==> src/rtl/core/vrq_pkg.sv <==
// ---------------------------------------------------------------------------
// vrq_pkg: shared types and constants for the record ring queue
// Ring geometry, command and status codes, and the request carried from the
// front end to the back end.
// ---------------------------------------------------------------------------
package vrq_pkg;

  // Ring geometry
  localparam int RING_BYTES   = 1024;
  localparam int HEADER_BYTES = 4;
  localparam int MAX_COPY     = 64;

  localparam int PTR_W  = $clog2(RING_BYTES);
  localparam int CNT_W  = $clog2(RING_BYTES + 1);
  localparam int LEN_W  = 11;
  localparam int DATA_W = 8;
  localparam int REC_W  = 10;
  localparam int COPY_W = $clog2(MAX_COPY + 1);
  localparam int HIDX_W = $clog2(HEADER_BYTES);

  // Front-to-back request queue
  localparam int QUEUE_DEPTH = 2;
  localparam int QIDX_W      = $clog2(QUEUE_DEPTH);
  localparam int QCNT_W      = $clog2(QUEUE_DEPTH + 1);

  // Stream packing
  localparam int IN_TDATA_W  = 24;
  localparam int OUT_TDATA_W = 32;

  // Command codes
  localparam logic [2:0] CMD_PUSH_START = 3'd0;
  localparam logic [2:0] CMD_PUSH_BYTE  = 3'd1;
  localparam logic [2:0] CMD_POP        = 3'd2;
  localparam logic [2:0] CMD_PEEK       = 3'd3;
  localparam logic [2:0] CMD_CLEAR      = 3'd4;

  typedef enum logic [2:0] {
    OP_PUSH_START,
    OP_PUSH_BYTE,
    OP_POP,
    OP_PEEK,
    OP_CLEAR,
    OP_BAD
  } op_t;

  typedef enum logic [1:0] {
    STAT_OK    = 2'd0,
    STAT_FULL  = 2'd1,
    STAT_EMPTY = 2'd2,
    STAT_ORDER = 2'd3
  } status_t;

  typedef enum logic [2:0] {
    ST_IDLE,
    ST_HDR_WR,
    ST_HDR_RD0,
    ST_HDR_RD1,
    ST_COPY,
    ST_ZERO
  } state_t;

  // One classified request
  typedef struct packed {
    op_t               op;
    logic [LEN_W-1:0]  length;
    logic [DATA_W-1:0] data;
  } req_t;

endpackage

==> src/rtl/core/vrq_front.sv <==
// ---------------------------------------------------------------------------
// vrq_front: input acceptance and command classification
// Decodes each incoming item into a request and holds it in a short queue
// until the back end takes it.
// ---------------------------------------------------------------------------
module vrq_front (
  input  logic                             clk,
  input  logic                             rst,
  input  logic                             s_tvalid,
  output logic                             s_tready,
  input  logic [vrq_pkg::IN_TDATA_W-1:0]   s_tdata,
  output logic                             q_valid,
  output vrq_pkg::req_t                    q_item,
  input  logic                             q_pop
);
  import vrq_pkg::*;

  req_t              q_mem [QUEUE_DEPTH];
  logic [QIDX_W-1:0] wr_idx;
  logic [QIDX_W-1:0] rd_idx;
  logic [QCNT_W-1:0] count;
  logic [2:0]        cmd;
  req_t              req;
  logic              push;

  assign cmd = s_tdata[2:0];

  // Classify the command
  always_comb begin
    req.length = s_tdata[13:3];
    req.data   = s_tdata[21:14];
    unique case (cmd)
      CMD_PUSH_START: req.op = OP_PUSH_START;
      CMD_PUSH_BYTE:  req.op = OP_PUSH_BYTE;
      CMD_POP:        req.op = OP_POP;
      CMD_PEEK:       req.op = OP_PEEK;
      CMD_CLEAR:      req.op = OP_CLEAR;
      default:        req.op = OP_BAD;
    endcase
  end

  assign s_tready = (count != QCNT_W'(QUEUE_DEPTH));
  assign push     = s_tvalid && s_tready;
  assign q_valid  = (count != '0);
  assign q_item   = q_mem[rd_idx];

  // Store accepted requests
  always_ff @(posedge clk) begin
    if (push) begin
      q_mem[wr_idx] <= req;
    end
  end

  // Advance queue pointers
  always_ff @(posedge clk) begin
    if (rst) begin
      wr_idx <= '0;
      rd_idx <= '0;
      count  <= '0;
    end else begin
      if (push) begin
        wr_idx <= wr_idx + QIDX_W'(1);
      end
      if (q_pop) begin
        rd_idx <= rd_idx + QIDX_W'(1);
      end
      if (push && !q_pop) begin
        count <= count + QCNT_W'(1);
      end else if (!push && q_pop) begin
        count <= count - QCNT_W'(1);
      end
    end
  end

endmodule

==> config.mk <==
export PLATFORM = sky130hd
export DESIGN_NAME = vrq_front
export DESIGN_NICKNAME = d
export VERILOG_FILES = /design/src/rtl/core/vrq_pkg.sv /design/src/rtl/core/vrq_front.sv
export SDC_FILE = /design/constraint.sdc
export NUM_CORES = 1
export LEC_CHECK = 0
export BUFFER_PORTS_ARGS = -buffer_cell sky130_fd_sc_hd__buf_4
export CAP_MARGIN = 0
export CORE_MARGIN = 1.5
export CORE_UTILIZATION = 45
export DETAILED_ROUTE_END_ITERATION = 16
export GPL_ROUTABILITY_DRIVEN = 0
export PLACE_DENSITY = 0.71
export SLEW_MARGIN = 20
export SYNTH_ARGS = -nofsm -noshare
export SYNTH_HDL_FRONTEND = slang
export SYNTH_SLANG_ARGS = --single-unit
==> constraint.sdc <==
create_clock -name clk -period 1.6 [get_ports clk]
set_clock_uncertainty 0.2 [all_clocks]
set_input_delay 0.24 -clock clk [delete_from_list [all_inputs] [get_ports clk]]
set_output_delay 0.24 -clock clk [all_outputs]
set_load 0.1 [all_outputs]
Yosys cells after proc, flatten, opt, wreduce, memory -nomap -nowiden
Memory sizes are Yosys's and may differ from the RTL's. A register that Yosys moved wholly into a read port is not among the register bits.
Index checks and enable logic that the tools add are counted.

operators by class
  bitwise logic cells = 0
  shift operators = 0
  $mul = 0
  div/mod/pow operators = 0
  $add $sub $neg = 4
  equal/unequal tests = 5
  reduce and logical (&&, ||, !) cells = 8
  multiplexer cells = 7
  magnitude comparators = 0

operators with widths
  kind                 count
  $pmux 3 s5           1
  $eq 3x2->1 const B   2
  $mux 1               4
  $mux 2               2
  $reduce_bool 2->1    2
  $eq 3x1->1 const B   1
  $eq 3x3->1 const B   1
  $logic_and 1x1->1    3
  $logic_not 3->1      1
  $add 1x1->1 const B  2
  $add 2x1->2 const B  1
  $logic_not 1->1      2
  $ne 2x2->1 const B   1
  $sub 2x1->2 const B  1

word-level totals
  memory bits (read-only) = 0
  output and inout port bits = 24
  memories = 1
  bits in writable memories = 44
  bits in latches = 0
  flip-flop bits (word level) = 4
  word-level logic and storage cells = 28

memories
  name   depth  width  read ports  clocked after memory_dff  write ports  RTL line         RTL
  q_mem  2      22     1           1                         1            vrq_front.sv:18  req_t q_mem [QUEUE_DEPTH];

Longest topological paths before layout
Gate-level depths: netlist (run 1).

  depth in word-level cells = 6
  mapped depth = 6
  depth with buffers taken out = 6

Worst setup path after synthesis (run 1)
OpenSTA, ideal clock, no wires.

  path kind = reg-to-reg
  start = register count[0]
  end = memory q_mem[1][0] (netlist bit), enable pin
  slack = -0.367 ns
  data arrival time = 1.386 ns
  buffers on the path = 0
  clock period less this slack = 1.967 ns
  library setup time = 0.381 ns
  stages on the path, launching flop included = 3
  path through = dfxtp_1 nand2b_4 and3_1

on the way
  longest elaborated chain between the ends = 4

ends and longest elaborated chain
  item                          RTL line         RTL
  start: declaration            vrq_front.sv:21  logic [QCNT_W-1:0] count;
  start signal: assignment      vrq_front.sv:68  count <= count + QCNT_W'(1);
  start signal: assignment      vrq_front.sv:70  count <= count - QCNT_W'(1);
  $ne 2x2->1                    vrq_front.sv:42  assign s_tready = (count != QCNT_W'(QUEUE_DEPTH));
  via s_tready                  vrq_front.sv:10  output logic s_tready,
  $logic_and 1x1->1             vrq_front.sv:43  assign push = s_tvalid && s_tready;
  $mux 1                        vrq_front.sv:49  if (push) begin
  $mux 1 (not written as such)  vrq_front.sv:50  q_mem[wr_idx] <= req;
  end: declaration              vrq_front.sv:18

The timed path passes the listed nets, and every way through them passes these cells.

==> impl_metrics.ini, run 1 <==
[sta]
max_slew_margin_pct = 84.3
max_freq_mhz = 563
drv_slew = 0
max_slew.worst_pin.slew_ps = 233
finalHoldViolCount = 0
worst_slack_ps = -178
period_share_pct = 111
finalSetupViolations = 23
fin_crit_ps = 1780
rsz0062_at_grt = true

[placed_design]
dpl_cell_area_sq_um = 2380
hpwl_um = 2340
dpl.cell_count = 200
numPortBuffers = 49

[status]
status = complete, but fails checks
violations = negative setup slack

[synth]
synth.yosys.warnings = 0
synth_area_sq_um = 1830
avgSynthCellArea_sq_um = 19.2
ys_seq_area_share_pct = 77.9
synth_cells = 95
syn_nets = 124
ys_ff_latch = 49
synth_cell_type_count = 21

[global_routing]
grt_max_degree = 16
grt_antenna_before_repair = 0
grt_pass1_wl_um = 6100
grt-ovfl-total = 0
grt_usage_pct = 20.1
grt_pass1_vias = 1222

[route]
drc = 0
first_pass_iters = 4
postRouteAntennaNets = 0
drt_iter0_markers = 39
drt-vias-per-instance = 4.89
num_vias = 1130
wl_per_cell_um = 17.1
wirelength_um = 3950

[floorplan]
fp.dieArea_sq_um = 4450
core_sq_um = 3770
core.rowCount = 22
initial_core_util_pct = 48.4
fp.dieH_um = 66.7
ioPinCount = 52
die_width_um = 66.7

[cells_and_area]
final_common_cell = edfxtp_1
diodes = 0
register_area_sq_um = 1430
layout.cells.non_filler = 231
drive_gt1_share_pct = 56.3
fillers = 180
nets = 211
multi_input_area_sq_um = 495
syn_to_final_growth_pct = 70.4
final_cell_mix = 44 x edfxtp_1, 29 x buf_4, 26 x buf_12
final_area_sq_um = 3110

[power]
p_leak_nw = 1.25
total_power_mw = 4.07
combPwrFrac_pct = 43.6
intPower_mw = 2.58
switching_share_pct = 36.6
p_clk_share_pct = 17.0
p_sw_mw = 1.49
powerDensity_nw_per_um2 = 1310
ir_worst_vdd_uv = 823
p_seq_share_pct = 39.4

[clock_tree]
path_clk_slew_ps = 80
cts_inserted_buffers = 5
cts_tree = done
cts_sinks = 49
cts_root_buffer = clkbuf_8
cts.htree.levels = 2
cts_buffer_depth = 2
clkLatencyLatePin_ps = 290

[setup_path]
path_max_fanout = 7
critPathCaptureType = output port
worstPathRequired_ps = 1160
worst-endpoint-arrival_ps = 1340
cp-start-kind = flop
reg2reg_from = count[0]$_SDFFE_PP0P_
critPathKind = flop to output port

[hold_path]
hold_class = input pin to flop
hold_start = q_pop

[flow_run]
max_cap_viol_count = 0
## cells by family (layout without fill, tap and decap cells)
| family | count (synthesis) | after routing | synth area share [%] |
|---|---|---|---|
| flops | 49 | 49 | 77.9 |
| compound gates | 5 | 5 | 1.78 |
| buf+inv | 5 | 93 | 1.17 |
| fa+ha+maj | 1 | 1 | 0.685 |
| simple gates | 10 | 10 | 3.50 |
| xor+xnor | 3 | 3 | 1.44 |
| mux | 22 | 22 | 13.6 |
## timing repair
action,4_1_cts,5_1_grt
buffers inserted,1,0
pin swaps,1,1
resized for setup,104,0
endpoints found under the hold margin,45,2
hold buffers,21,1
setup endpoints to repair,25,24
## worst max-delay path, cell delays in order, from the launching register on
cell and delay, ps:
dfxtp_4 390, buf_8 150, mux2_4 330, buf_12 170
## sequential cells by signal, indices dropped and copies added, names as in the netlist, named ones only
register,count
q_mem,44
count,2
rd_idx,1
wr_idx,1
## synth_stat cells (all sizes together)
cell	n	area share, %
ha	1	0.69
and2	1	0.34
clkbuf	1	0.21
xnor2	1	0.48
edfxtp	44	72
nand3b	1	0.41
and3	1	0.34
xor2	2	0.96
dfxtp	5	5.5
nor2	3	0.62
or2	1	0.34
nor2b	1	0.34
inv	2	0.41
o21ai	1	0.27
a21o	1	0.41
mux2	22	14
a21bo	1	0.55
a21oi	2	0.55
nand2b	1	0.75
buf	2	0.55
or3	1	0.34
## path summary, 6_finish.rpt
kind | cells past startpoint | slack (ps) | to
max reg2reg | 6 | -50 | count[1]$_SDFFE_PP0P_
min reg2reg | 2 | 350 | flop
max | 3 | -180 | q_item[15]
min | 3 | 30 | flop
## cell type report
cell class                      instances  area share (%)
Clock buffer                            5            2.21
Clock inverter                          3           0.563
Timing Repair Buffer                   83            33.1
Multi-Input combinational cell         41            15.9
Sequential cell                        49            45.9
Inverter                                2           0.362
Tap cell                               48            1.93
## power by group through the flow
| stage | combinational, mW | clock (mW) | sequential [mW] |
|---|---|---|---|
| after CTS | 1.77 | 0.703 | 1.60 |
| after floorplan | 0.988 | 0 | 1.61 |
| final | 1.77 | 0.692 | 1.60 |
| after global routing | 1.83 | 0.761 | 1.61 |
| after detailed placement | 1.33 | 0 | 1.62 |
| after global placement | 1.31 | 0 | 1.61 |
## through the flow
step,setup WS [ps],TNS (ps),hold slack (ps),util (%)
detailed placement,-28.2,-28.2,229,63.1
floorplan,-181,-5140,105,-
global route,-213,-4450,35.8,82.5
CTS,-174,-3600,7.33,82.2
global placement,8.78,0,225,63.1
finish,-178,-3490,33.4,82.5
## routing by layer
metal | global-route usage, % | vias up | part of all wire, %
met5 | 0 | - | 0
met4 | 7.14 | 0 | 2.0
met3 | 6.42 | 9 | 4.9
met2 | 38.3 | 36 | 57
met1 | 20.3 | 555 | 36
li1 | - | 530 | -
Power figures use the tool's default switching activity.
==> inputs of run 2 (changes only) <==
==> constraint.sdc (replaced) <==
create_clock -name clk -period 1.57 [get_ports clk]
set_clock_uncertainty 0.2 [all_clocks]
set_input_delay 0.2355 -clock clk [delete_from_list [all_inputs] [get_ports clk]]
set_output_delay 0.2355 -clock clk [all_outputs]
set_load 0.1 [all_outputs]
==> run 2 against run 1 <==
Net effect:
- the flow still finishes with violations (negative setup slack)
- register-to-register slack lost 20 ps
- combinational power is essentially flat
- cell count shrank 1.3%
- worst setup slack lost 57 ps
- critical path depth is the same
- via count grew 0.62%
- non-clock buffer count shrank 3
- sequential power is essentially flat
- flip-flop and latch count is the same
- power grew 0.95%
- largest power group unchanged
==> impl_metrics.ini, run 2 (same netlist as run 1, synthesis figures left out) <==
[status]
status = complete, but fails checks
violations = negative setup slack

[setup_path]
cp-start-kind = flop
crit_path_top_delay_cell = dfxtp_4
path_cells = clkbuf_16 -> mux2_4 -> buf_12
worstPathRequired_ps = 1130
critPathTopFamily = flip-flops
path_buf_inv = 2
crit_path_max_incr_delay_ps = 400
path_max_fanout = 8
critPathKind = flop to output port
worst-endpoint-arrival_ps = 1370
critPathCaptureType = output port
r2r_slack_ps = -70

[clock_tree]
clkLatencyLatePin_ps = 300
path_clk_slew_ps = 80
cts_inserted_buffers = 5
cts_sinks = 49
cts_root_buffer = clkbuf_8
cts.htree.levels = 2
cts_tree = done
cts_buffer_depth = 2

[power]
p_leak_nw = 1.22
ir_worst_vdd_uv = 1060
total_power_mw = 4.11
powerDensity_nw_per_um2 = 1340

[global_routing]
grt_pass1_wl_um = 5380
grt_pass1_vias = 1216
grt-ovfl-total = 0
grt_max_degree = 18
grt_antenna_before_repair = 0
grt_usage_pct = 17.3

[cells_and_area]
largest_register_ffs = 44
diodes = 0
largestRegisters = q_mem (44), count (2)
fillers = 197
drive_gt1_share_pct = 55.0
final_cell_mix = 44 x edfxtp_1, 28 x buf_4, 23 x buf_12
regMostFlops = q_mem
final_common_cell = edfxtp_1
nets = 208
syn_to_final_growth_pct = 67.5
final_util_pct = 81.1

[flow_run]
max_cap_viol_count = 0

[sta]
hold_slack_ps = 5.78
worst_slack_ps = -234
rsz0062_at_grt = true
period_share_pct = 115
max_freq_mhz = 554
finalSetupViolations = 24
drv_slew = 0
finalHoldViolCount = 0
fin_crit_ps = 1800
max_slew.worst_pin.slew_ps = 214
tns_ps = -4780
max_slew_margin_pct = 85.6

[route]
postRouteAntennaNets = 0
drt_iter0_markers = 77
drt-vias-per-instance = 4.99
first_pass_iters = 4
wl_per_cell_um = 17.2
drc = 0
num_vias = 1137
wirelength_um = 3930

[floorplan]
core_sq_um = 3770
core.rowCount = 22
fp.dieH_um = 66.7
ioPinCount = 52
fp.dieArea_sq_um = 4450
initial_core_util_pct = 48.4
die_width_um = 66.7

[placed_design]
hpwl_um = 2180
numPortBuffers = 49

[hold_path]
hold_class = input pin to flop
run 2: cell count changes in the layout (fill, tap and decap cells not counted), sizes merged:
cell	before	now
buf	61	58
dlygate4sd3	22	21
clkbuf	5	7
clkinvlp	2	1
run 2: layout make-up:
type / instances / area, sq um / share of cell area [%]
repair buffers: 80 / 996 / 32.6
clock buffers: 6 / 72.6 / 2.37
flip-flops and latches: 49 / 1430 / 46.7
multi-input cells: 41 / 480 / 15.7
inverters: 2 / 11.3 / 0.368
clock inverters: 2 / 10.0 / 0.327
well taps: 48 / 60.1 / 1.96
run 2: metrics by stage:
stage	area (sq um)	setup WS, ps	instances
4_1_cts	2760	-243	227
5_1_grt	3060	-270	228
3_3_place_gp	2350	29.9	197
6_report	3060	-234	228
3_5_place_dp	2350	-73.4	197
2_1_floorplan	1850	-211	95
run 2: what timing repair did:
item	CTS	global route
hold buffers	21	0
buffers inserted	1	0
gates resized for setup	31	67
cloned	0	1
endpoints found under the setup margin	25	37
pin swaps	1	1
endpoints found under the hold margin	45	0
run 2: power breakdown:
| part | total [mW] | leakage, nW | internal [mW] | switching [mW] |
|---|---|---|---|---|
| Clock | 0.704 | 0.0450 | 0.309 | 0.395 |
| Sequential | 1.63 | 0.453 | 1.58 | 0.0560 |
| Combinational | 1.77 | 0.723 | 0.714 | 1.06 |
| Total | 4.11 | 1.22 | 2.60 | 1.51 |
run 2: path summary, 6_finish.rpt:
check,startpoint,to,depth (start not counted)
min reg2reg,rd_idx$_SDFFE_PP0P_,rd_idx$_SDFFE_PP0P_,2
min,s_tdata[0],q_mem[0][19]$_DFFE_PP_,2
max reg2reg,count[0]$_SDFFE_PP0P_,count[1]$_SDFFE_PP0P_,6
max,flop,q_item[4],3
run 2: routing by layer:
metal | vias to the layer above | global-route usage (%) | share of wire (%)
met2 | 42 | 32.4 | 54
met1 | 565 | 18.3 | 40
met5 | - | 0 | 0
met3 | 5 | 5.24 | 4.9
met4 | 0 | 6.12 | 1.2
li1 | 525 | - | -
